### config.mk
export PLATFORM = sky130hd
export DESIGN_NAME = multi_sensor_ultrasonic_ranger_unit
export DESIGN_NICKNAME = d
export VERILOG_FILES = /design/src/design/msur_pkg.sv /design/src/design/msur_dist_calc.sv /design/src/design/msur_core.sv /design/src/design/multi_sensor_ultrasonic_ranger_unit.sv
export SDC_FILE = /design/constraint.sdc
export NUM_CORES = 1
export LEC_CHECK = 0
export BUFFER_PORTS_ARGS = -buffer_cell sky130_fd_sc_hd__buf_4
export CAP_MARGIN = 40
export CORE_UTILIZATION = 60
export CTS_BUF_LIST = sky130_fd_sc_hd__clkbuf_2 sky130_fd_sc_hd__clkbuf_4 sky130_fd_sc_hd__clkbuf_8
export DETAILED_ROUTE_END_ITERATION = 6
export PLACE_DENSITY = 0.78
export RECOVER_POWER = 50
export SLEW_MARGIN = 20
export SYNTH_ARGS = -nofsm -noshare
export SYNTH_HDL_FRONTEND = slang
export SYNTH_HIERARCHICAL = 1
export SYNTH_SLANG_ARGS = --single-unit
### constraint.sdc
create_clock -name aclk -period 18.61 [get_ports aclk]
set_clock_uncertainty 0.15 [all_clocks]
set_input_delay 5.583 -clock aclk [delete_from_list [all_inputs] [get_ports aclk]]
set_output_delay 5.583 -clock aclk [all_outputs]
set_load 0.01 [all_outputs]
### src/design/msur_pkg.sv
// ============================================================================
// msur_pkg
// Shared types and constants of the multi-sensor ultrasonic ranger.
// ============================================================================
package msur_pkg;

    localparam int SENSOR_COUNT_DEF = 4;

    localparam int TIME_W  = 16;
    localparam int ECHO_W  = 4;
    localparam int QUERY_W = 2;
    localparam int DIST_W  = 14;
    localparam int CFG_W   = 16;
    localparam int CFG_IDX_W = 2;

    // Register indexes of the configuration port.
    localparam logic [CFG_IDX_W-1:0] CFG_GUARD   = 2'd0;
    localparam logic [CFG_IDX_W-1:0] CFG_TRIGGER = 2'd1;
    localparam logic [CFG_IDX_W-1:0] CFG_TIMEOUT = 2'd2;

    localparam logic [CFG_W-1:0] GUARD_RESET   = 16'd20000;
    localparam logic [CFG_W-1:0] TRIGGER_RESET = 16'd10;
    localparam logic [CFG_W-1:0] TIMEOUT_RESET = 16'd30000;

    // Distance is floor(pulse * 10 / 58) = floor(pulse * 5 / 29). The
    // reciprocal ceil(2^30 / 29) times 5 gives the exact quotient for every
    // 16-bit pulse width, since the rounding error stays below one step.
    localparam int DIST_SHIFT = 30;
    localparam int DIST_MUL_W = 28;
    localparam logic [DIST_MUL_W-1:0] DIST_MUL = 28'd185127905;
    localparam int PROD_W = TIME_W + DIST_MUL_W;

    typedef struct packed {
        logic [TIME_W-1:0]  timestamp_us;
        logic [ECHO_W-1:0]  echo_levels;
        logic [QUERY_W-1:0] query_sensor;
    } msur_item_t;

    typedef struct packed {
        logic [ECHO_W-1:0]  trigger_lines;
        logic [QUERY_W-1:0] current_sensor;
        logic               measure_done;
        logic [QUERY_W-1:0] done_sensor;
        logic               done_valid;
        logic [DIST_W-1:0]  done_distance_mm;
        logic [DIST_W-1:0]  query_distance_mm;
        logic               query_valid;
    } msur_result_t;

endpackage

### src/design/msur_dist_calc.sv
// ============================================================================
// msur_dist_calc
// Converts an echo pulse width in microseconds to a distance in millimeters.
// ============================================================================
module msur_dist_calc (
    input  logic [msur_pkg::TIME_W-1:0] pulse_width,
    output logic [msur_pkg::DIST_W-1:0] dist_out
);
    import msur_pkg::*;

    logic [PROD_W-1:0] prod;

    // One constant multiply replaces the divide by 29.
    assign prod     = PROD_W'(pulse_width) * PROD_W'(DIST_MUL);
    assign dist_out = prod[DIST_SHIFT +: DIST_W];

endmodule

### src/design/msur_core.sv
// ============================================================================
// msur_core
// Phase sequencer, configuration registers and per-sensor distance store.
// ============================================================================
module msur_core #(
    parameter int SENSOR_COUNT = msur_pkg::SENSOR_COUNT_DEF
) (
    input  logic                           aclk,
    input  logic                           aresetn,
    input  logic                           cfg_wr_en,
    input  logic [msur_pkg::CFG_IDX_W-1:0] cfg_wr_index,
    input  logic [msur_pkg::CFG_W-1:0]     cfg_wr_data,
    input  logic                           step_en,
    input  msur_pkg::msur_item_t           item,
    output msur_pkg::msur_result_t         result
);
    import msur_pkg::*;

    localparam int IDX_W = (SENSOR_COUNT > 1) ? $clog2(SENSOR_COUNT) : 1;
    localparam logic [IDX_W-1:0] LAST_IDX = IDX_W'(SENSOR_COUNT - 1);

    localparam logic [1:0] PH_GUARD   = 2'd0;
    localparam logic [1:0] PH_TRIGGER = 2'd1;
    localparam logic [1:0] PH_RISE    = 2'd2;
    localparam logic [1:0] PH_FALL    = 2'd3;

    logic [CFG_W-1:0]  guard_reg;
    logic [CFG_W-1:0]  trigger_reg;
    logic [CFG_W-1:0]  timeout_reg;

    logic [1:0]        phase_reg, phase_next;
    logic [IDX_W-1:0]  idx_reg, idx_next;
    logic [TIME_W-1:0] start_reg, start_next;
    logic              trig_reg, trig_next;

    logic [SENSOR_COUNT-1:0] valid_reg;
    logic [DIST_W-1:0]       dist_reg [SENSOR_COUNT];

    logic [TIME_W-1:0] elapsed;
    logic [DIST_W-1:0] pulse_mm;
    logic [4:0]        idx_ext;
    logic [4:0]        idx_next_ext;
    logic [4:0]        query_ext;
    logic [IDX_W-1:0]  query_idx;
    logic              query_in_range;
    logic              query_hit;
    logic              echo;
    logic              finish;
    logic              success;
    logic              query_ok;

    always_ff @(posedge aclk) begin
        if (!aresetn) begin
            guard_reg   <= GUARD_RESET;
            trigger_reg <= TRIGGER_RESET;
            timeout_reg <= TIMEOUT_RESET;
        end else if (cfg_wr_en) begin
            unique case (cfg_wr_index)
                CFG_GUARD:   guard_reg   <= cfg_wr_data;
                CFG_TRIGGER: trigger_reg <= cfg_wr_data;
                CFG_TIMEOUT: timeout_reg <= cfg_wr_data;
                default: ;
            endcase
        end
    end

    assign elapsed = item.timestamp_us - start_reg;
    assign idx_ext = 5'(idx_reg);
    // Sensors beyond the four echo inputs always read a low echo.
    assign echo    = (idx_ext < 5'd4) && item.echo_levels[idx_ext[1:0]];

    msur_dist_calc u_dist_calc (
        .pulse_width (elapsed),
        .dist_out    (pulse_mm)
    );

    always_comb begin
        phase_next = phase_reg;
        idx_next   = idx_reg;
        start_next = start_reg;
        trig_next  = trig_reg;
        finish     = 1'b0;
        success    = 1'b0;
        unique case (phase_reg)
            PH_GUARD: begin
                if (elapsed >= guard_reg) begin
                    trig_next  = 1'b1;
                    phase_next = PH_TRIGGER;
                    start_next = item.timestamp_us;
                end
            end
            PH_TRIGGER: begin
                if (elapsed >= trigger_reg) begin
                    trig_next  = 1'b0;
                    phase_next = PH_RISE;
                    start_next = item.timestamp_us;
                end
            end
            PH_RISE: begin
                if (echo) begin
                    phase_next = PH_FALL;
                    start_next = item.timestamp_us;
                end else if (elapsed >= timeout_reg) begin
                    finish = 1'b1;
                end
            end
            PH_FALL: begin
                if (!echo) begin
                    finish  = 1'b1;
                    success = 1'b1;
                end else if (elapsed >= timeout_reg) begin
                    finish = 1'b1;
                end
            end
        endcase
        if (finish) begin
            idx_next   = (idx_reg == LAST_IDX) ? '0 : idx_reg + 1'b1;
            phase_next = PH_GUARD;
            start_next = item.timestamp_us;
        end
    end

    always_ff @(posedge aclk) begin
        if (!aresetn) begin
            phase_reg <= PH_GUARD;
            idx_reg   <= '0;
            start_reg <= '0;
            trig_reg  <= 1'b0;
            valid_reg <= '0;
        end else if (step_en) begin
            phase_reg <= phase_next;
            idx_reg   <= idx_next;
            start_reg <= start_next;
            trig_reg  <= trig_next;
            if (finish) begin
                valid_reg[idx_reg] <= success;
            end
        end
    end

    always_ff @(posedge aclk) begin
        if (!aresetn) begin
            for (int i = 0; i < SENSOR_COUNT; i++) begin
                dist_reg[i] <= '0;
            end
        end else if (step_en && success) begin
            dist_reg[idx_reg] <= pulse_mm;
        end
    end

    // The query sees this step's store update, so a hit forwards it.
    assign query_ext      = 5'(item.query_sensor);
    assign query_in_range = query_ext < 5'(SENSOR_COUNT);
    assign query_idx      = IDX_W'(query_ext);
    assign query_hit      = finish && (query_idx == idx_reg);
    assign query_ok       = query_in_range && (query_hit ? success : valid_reg[query_idx]);
    assign idx_next_ext   = 5'(idx_next);

    always_comb begin
        result.trigger_lines     = (trig_next && (idx_next_ext < 5'd4))
                                   ? (4'b0001 << idx_next_ext[1:0]) : 4'b0000;
        result.current_sensor    = idx_next_ext[1:0];
        result.measure_done      = finish;
        result.done_sensor       = finish ? idx_ext[1:0] : 2'd0;
        result.done_valid        = success;
        result.done_distance_mm  = success ? pulse_mm : '0;
        result.query_valid       = query_ok;
        result.query_distance_mm = !query_ok ? '0
                                   : (query_hit ? pulse_mm : dist_reg[query_idx]);
    end

endmodule

### src/design/multi_sensor_ultrasonic_ranger_unit.sv
// ============================================================================
// multi_sensor_ultrasonic_ranger_unit
// Round-robin trigger/echo ranging sequencer for several ultrasonic sensors.
// ============================================================================
//  channel | direction | handshake          | payload
//  --------+-----------+--------------------+--------------------------------
//  poll    | in        | s_valid / s_ready  | timestamp, echo levels, query
//  result  | out       | m_valid / m_ready  | triggers, status, distances
//  config  | in        | cfg_wr_en          | cfg_wr_index, cfg_wr_data
//
// One request is taken every cycle while s_ready is high; it is registered in
// the input register, and its result in the output register behind m_valid.
// The whole phase step and the distance multiply are combinational.
// Reset clears the phase, the sensor index, all distances and valid bits.
// A stalled result holds; one request waits in the input register, then
// s_ready drops until the result is taken.
// ============================================================================
module multi_sensor_ultrasonic_ranger_unit #(
    parameter int SENSOR_COUNT = msur_pkg::SENSOR_COUNT_DEF
) (
    input  logic                           aclk,
    input  logic                           aresetn,
    input  logic                           cfg_wr_en,
    input  logic [msur_pkg::CFG_IDX_W-1:0] cfg_wr_index,
    input  logic [msur_pkg::CFG_W-1:0]     cfg_wr_data,
    input  logic                           s_valid,
    output logic                           s_ready,
    input  logic [msur_pkg::TIME_W-1:0]    s_timestamp_us,
    input  logic [msur_pkg::ECHO_W-1:0]    s_echo_levels,
    input  logic [msur_pkg::QUERY_W-1:0]   s_query_sensor,
    output logic                           m_valid,
    input  logic                           m_ready,
    output logic [msur_pkg::ECHO_W-1:0]    m_trigger_lines,
    output logic [msur_pkg::QUERY_W-1:0]   m_current_sensor,
    output logic                           m_measure_done,
    output logic [msur_pkg::QUERY_W-1:0]   m_done_sensor,
    output logic                           m_done_valid,
    output logic [msur_pkg::DIST_W-1:0]    m_done_distance_mm,
    output logic [msur_pkg::DIST_W-1:0]    m_query_distance_mm,
    output logic                           m_query_valid
);
    import msur_pkg::*;

    logic         in_valid_reg;
    msur_item_t   in_item_reg;
    logic         out_valid_reg;
    msur_result_t out_result_reg;
    msur_result_t step_result;
    logic         advance;

    assign advance = in_valid_reg && (!out_valid_reg || m_ready);
    assign s_ready = !in_valid_reg || advance;

    always_ff @(posedge aclk) begin
        if (!aresetn) begin
            in_valid_reg  <= 1'b0;
            out_valid_reg <= 1'b0;
        end else begin
            if (s_ready) begin
                in_valid_reg <= s_valid;
            end
            if (advance) begin
                out_valid_reg <= 1'b1;
            end else if (m_ready) begin
                out_valid_reg <= 1'b0;
            end
        end
    end

    always_ff @(posedge aclk) begin
        if (s_ready && s_valid) begin
            in_item_reg.timestamp_us <= s_timestamp_us;
            in_item_reg.echo_levels  <= s_echo_levels;
            in_item_reg.query_sensor <= s_query_sensor;
        end
        if (advance) begin
            out_result_reg <= step_result;
        end
    end

    msur_core #(
        .SENSOR_COUNT (SENSOR_COUNT)
    ) u_core (
        .aclk         (aclk),
        .aresetn      (aresetn),
        .cfg_wr_en    (cfg_wr_en),
        .cfg_wr_index (cfg_wr_index),
        .cfg_wr_data  (cfg_wr_data),
        .step_en      (advance),
        .item         (in_item_reg),
        .result       (step_result)
    );

    assign m_valid             = out_valid_reg;
    assign m_trigger_lines     = out_result_reg.trigger_lines;
    assign m_current_sensor    = out_result_reg.current_sensor;
    assign m_measure_done      = out_result_reg.measure_done;
    assign m_done_sensor       = out_result_reg.done_sensor;
    assign m_done_valid        = out_result_reg.done_valid;
    assign m_done_distance_mm  = out_result_reg.done_distance_mm;
    assign m_query_distance_mm = out_result_reg.query_distance_mm;
    assign m_query_valid       = out_result_reg.query_valid;

endmodule

==> summary by stage <==
Yosys
The cell count after synthesis is roughly 1,600. Of the synthesized area, sequential elements account for 31.1%. Yosys printed 6 warnings. The async set-reset flop share out of synthesis is 0%.

In this run the mean area of a mapped cell was 10.1 um^2. The net count of the mapped netlist is 1,999. In this run, synthesis produced a sequential element count of 192. The count of different cell masters after synthesis is 78. In the synthesized netlist the dominant register cell turns out to be sky130_fd_sc_hd__edfxtp_1. Yosys mapped a number of flops with a built-in enable equal to roughly 120.

In this run the cell area of the synthesized design comes to 16,100 um^2.

STA
The count of endpoints failing setup in the final report is 0. The number of max-slew violations in the final report is 154. Setup repair after global routing left no endpoint under its margin. At the pin with the least slew margin, the transition time is around 2.7 ns. The hold violation total from the final report is 0. The final sum of negative setup slack is 0 ns. The maximum frequency from static timing analysis is roughly 0.085 GHz. The post-route worst setup slack is 6.89 ns. In this run the tightest slew margin relative to its limit is -78.9%. The share of the clock period used by the worst path after layout is 63.0%. Counting I/O delays and the setup requirement, the final critical path takes about 12 ns.

Setup path
The critical path data required time is 12.88 ns. The worst setup path is launched from an input port. The critical path in this run is classified as in -> out. The critical path contains buffers and inverters numbering 2 combined. On the critical path the largest part of the delay comes from buffers and inverters.

Data on the critical path arrives at its endpoint at around 6.0 ns. The slowest cell on the critical path is sky130_fd_sc_hd__buf_4. The largest fanout on the critical path is 2. The worst setup path is captured at an output port. Across all register-to-register paths, the minimum setup slack is 9.10 ns. Traced cell by cell, the critical path runs through clkbuf_4, nand3b_4, buf_4. The critical path's largest stage delay is approximately 0.15 ns.

Layout
The register with the most flip-flops in the layout has 56 of them. From synthesis to final layout, the design area changed by 8.43%. The final-stage net count is ~2,100. The filler cells instantiated in the layout total 2,072.

Cells fill 66.7% of the core in the end. The top cell types in the final layout, fill and taps aside, are 296 x sky130_fd_sc_hd__inv_1, 247 x sky130_fd_sc_hd__ha_1, 186 x sky130_fd_sc_hd__nand2_1. After routing the design area is 17,500 um^2. Registers take ~5000 um^2. The library cell used most frequently in the layout, excluding fill and tap cells, is sky130_fd_sc_hd__inv_1.

The number of antenna diodes in the final layout is 0. In the final layout, the share of cells above drive strength 1 is 9.09%. The multi-input gate area in the final layout is 9760 um^2.

Clock tree
Clock tree synthesis found a total of 192 sinks. The setup fix buffers added after clock tree synthesis is 0. The cts-stage hold buffer count is 0. The number of cells upsized or downsized after cts is 0. The tree is rooted in a sky130_fd_sc_hd__clkbuf_8. CTS built an H-tree with a depth of 4. Buffers inserted during clock tree synthesis total 17. The clock passes through at most 2 buffers. Clock-pin slew was measured on the worst setup and hold paths at 0.10 ns. TritonCTS built the clock tree. The source-to-sink clock delay at the later pin of the worst-skew pair is 0.48 ns.

Job
Max-cap violations in this run came to 3.

Status
The checks that failed: design-rule violations, max-capacitance violations, max-slew violations. The flow ran to the end, but the final reports show violations.

Drt
The first-pass iteration count of the detailed router is 7. The DRC violations left is 19. The via count of the routed design is 11,500. Dividing the detail-routed via count by the number of cells gives 5.65. After detailed routing, the average wire length per cell comes to 17.3 um. The number of antenna-violating nets in the routed design is 0.

The final routed wirelength across all metal layers is 35,200 um. The number of violations reported at the end of detailed-routing iteration 0 is 751.

Global routing
The total overflow reported by the global router is 0. The number of antenna violations at the first check in global routing is 0. The first global-routing pass estimated 58,500 um of wire. The via count of the first global-routing pass came to 11,800.

Global routing used a little over a quarter of the available tracks. Entering global routing, the biggest net connects 61 pins.

Place
The setup slack after placement is 6.87 ns. At the end of routability-driven placement, the weighted congestion stood at between 0.9 and 1. The placed standard-cell area is 17,200 um^2. Detailed placement ended at an HPWL of 28,400 um. The count of input and output buffers is 85.

Floorplanning
The floorplan has between 50 and 60 rows. The die covers between 20,000 and 30,000 um^2. The vertical die dimension is roughly 170 um.

The I/O pin count is between 80 and 90. The horizontal die dimension is 166 um. The starting utilization of the core area is 61.5%. The core box area is about 26,000 um^2.

Hold path
The type of the worst min-delay path is reg -> reg.
synth_stat cells, drive strengths merged (9+ instances only):
| cell | instances | area share [%] |
|---|---|---|
| inv | 297 | 6.9 |
| fa | 114 | 14 |
| a21o | 23 | 1.1 |
| nand3 | 11 | 0.34 |
| o21ai | 28 | 0.94 |
| a21oi | 93 | 2.9 |
| nand2 | 186 | 4.3 |
| nor2 | 42 | 0.98 |
| edfxtp | 117 | 22 |
| o21a | 11 | 0.51 |
| nand4 | 14 | 0.54 |
| mux2i | 35 | 2.2 |
| and2 | 58 | 2.3 |
| mux4 | 16 | 2.2 |
| clkbuf | 31 | 0.72 |
| buf | 12 | 0.57 |
| nor2b | 16 | 0.68 |
| a211oi | 12 | 0.65 |
| dfxtp | 75 | 9.3 |
| xnor2 | 23 | 1.2 |
| nor3 | 13 | 0.47 |
| o211ai | 19 | 0.92 |
| nand2b | 9 | 0.36 |
| ha | 247 | 19 |
layout make-up:
cell class                      instances  area share, %
Multi-Input combinational cell       1061           55.9
Sequential cell                       192           28.7
Inverter                              297           6.38
Timing Repair Buffer                  113           4.29
Tap cell                              335           2.40
Clock buffer                           18           1.38
Clock inverter                         14           1.02
cells by family (layout without fill, tap and decap cells):
family          after synthesis  after routing  share of synthesized area, %
compound gates              242            242                          10.0
simple gates                376            376                          11.2
buf+inv                     340            442                          8.20
mux                          52             52                          4.50
fa+ha+maj                   361            361                          33.3
flops                       192            192                          31.1
xor+xnor                     30             30                          1.63
stage by stage:
stage | instances | hold slack [ns]
after floorplan | 1593 | 0.285
after global routing | 2030 | 0.325
after global placement | 1991 | 0.292
final | 2030 | 0.312
after detailed placement | 1994 | 0.297
after CTS | 2026 | 0.312
routing by layer:
metal,vias to the layer above,global-route usage [%],wire (um)
li1,5529,-,-
met1,5622,34.6,15700
met2,260,46.2,17200
met3,54,3.19,1510
met4,0,8.41,815
met5,-,0,0
final timing paths:
path                                        startpoint                      to  cells after the start
worst max register to register          in_item_reg[6]  m_query_distance_mm[4]                     32
worst min-delay path            u_core/trigger_reg[12]  u_core/trigger_reg[12]                      2
worst max-delay path                           m_ready                 s_ready                      3
worst min register to register  u_core/trigger_reg[12]  u_core/trigger_reg[12]                      2
worst reg2reg max path: cells and delay by family, from the launching register on:
family                   cells  cell delay, ns
buffers and inverters        7            1.00
AND/OR/NAND/NOR              3            0.37
multiplexers                 1            0.16
AO/OA/AOI/OAI               10            2.45
flip-flops                   1            0.42
adder cells (fa/ha/maj)      9            4.22
XOR/XNOR                     2            0.60
Power is left out: the tool's default activity adds up to more than one toggle a clock period on the data nets, which glitch-free logic cannot reach.
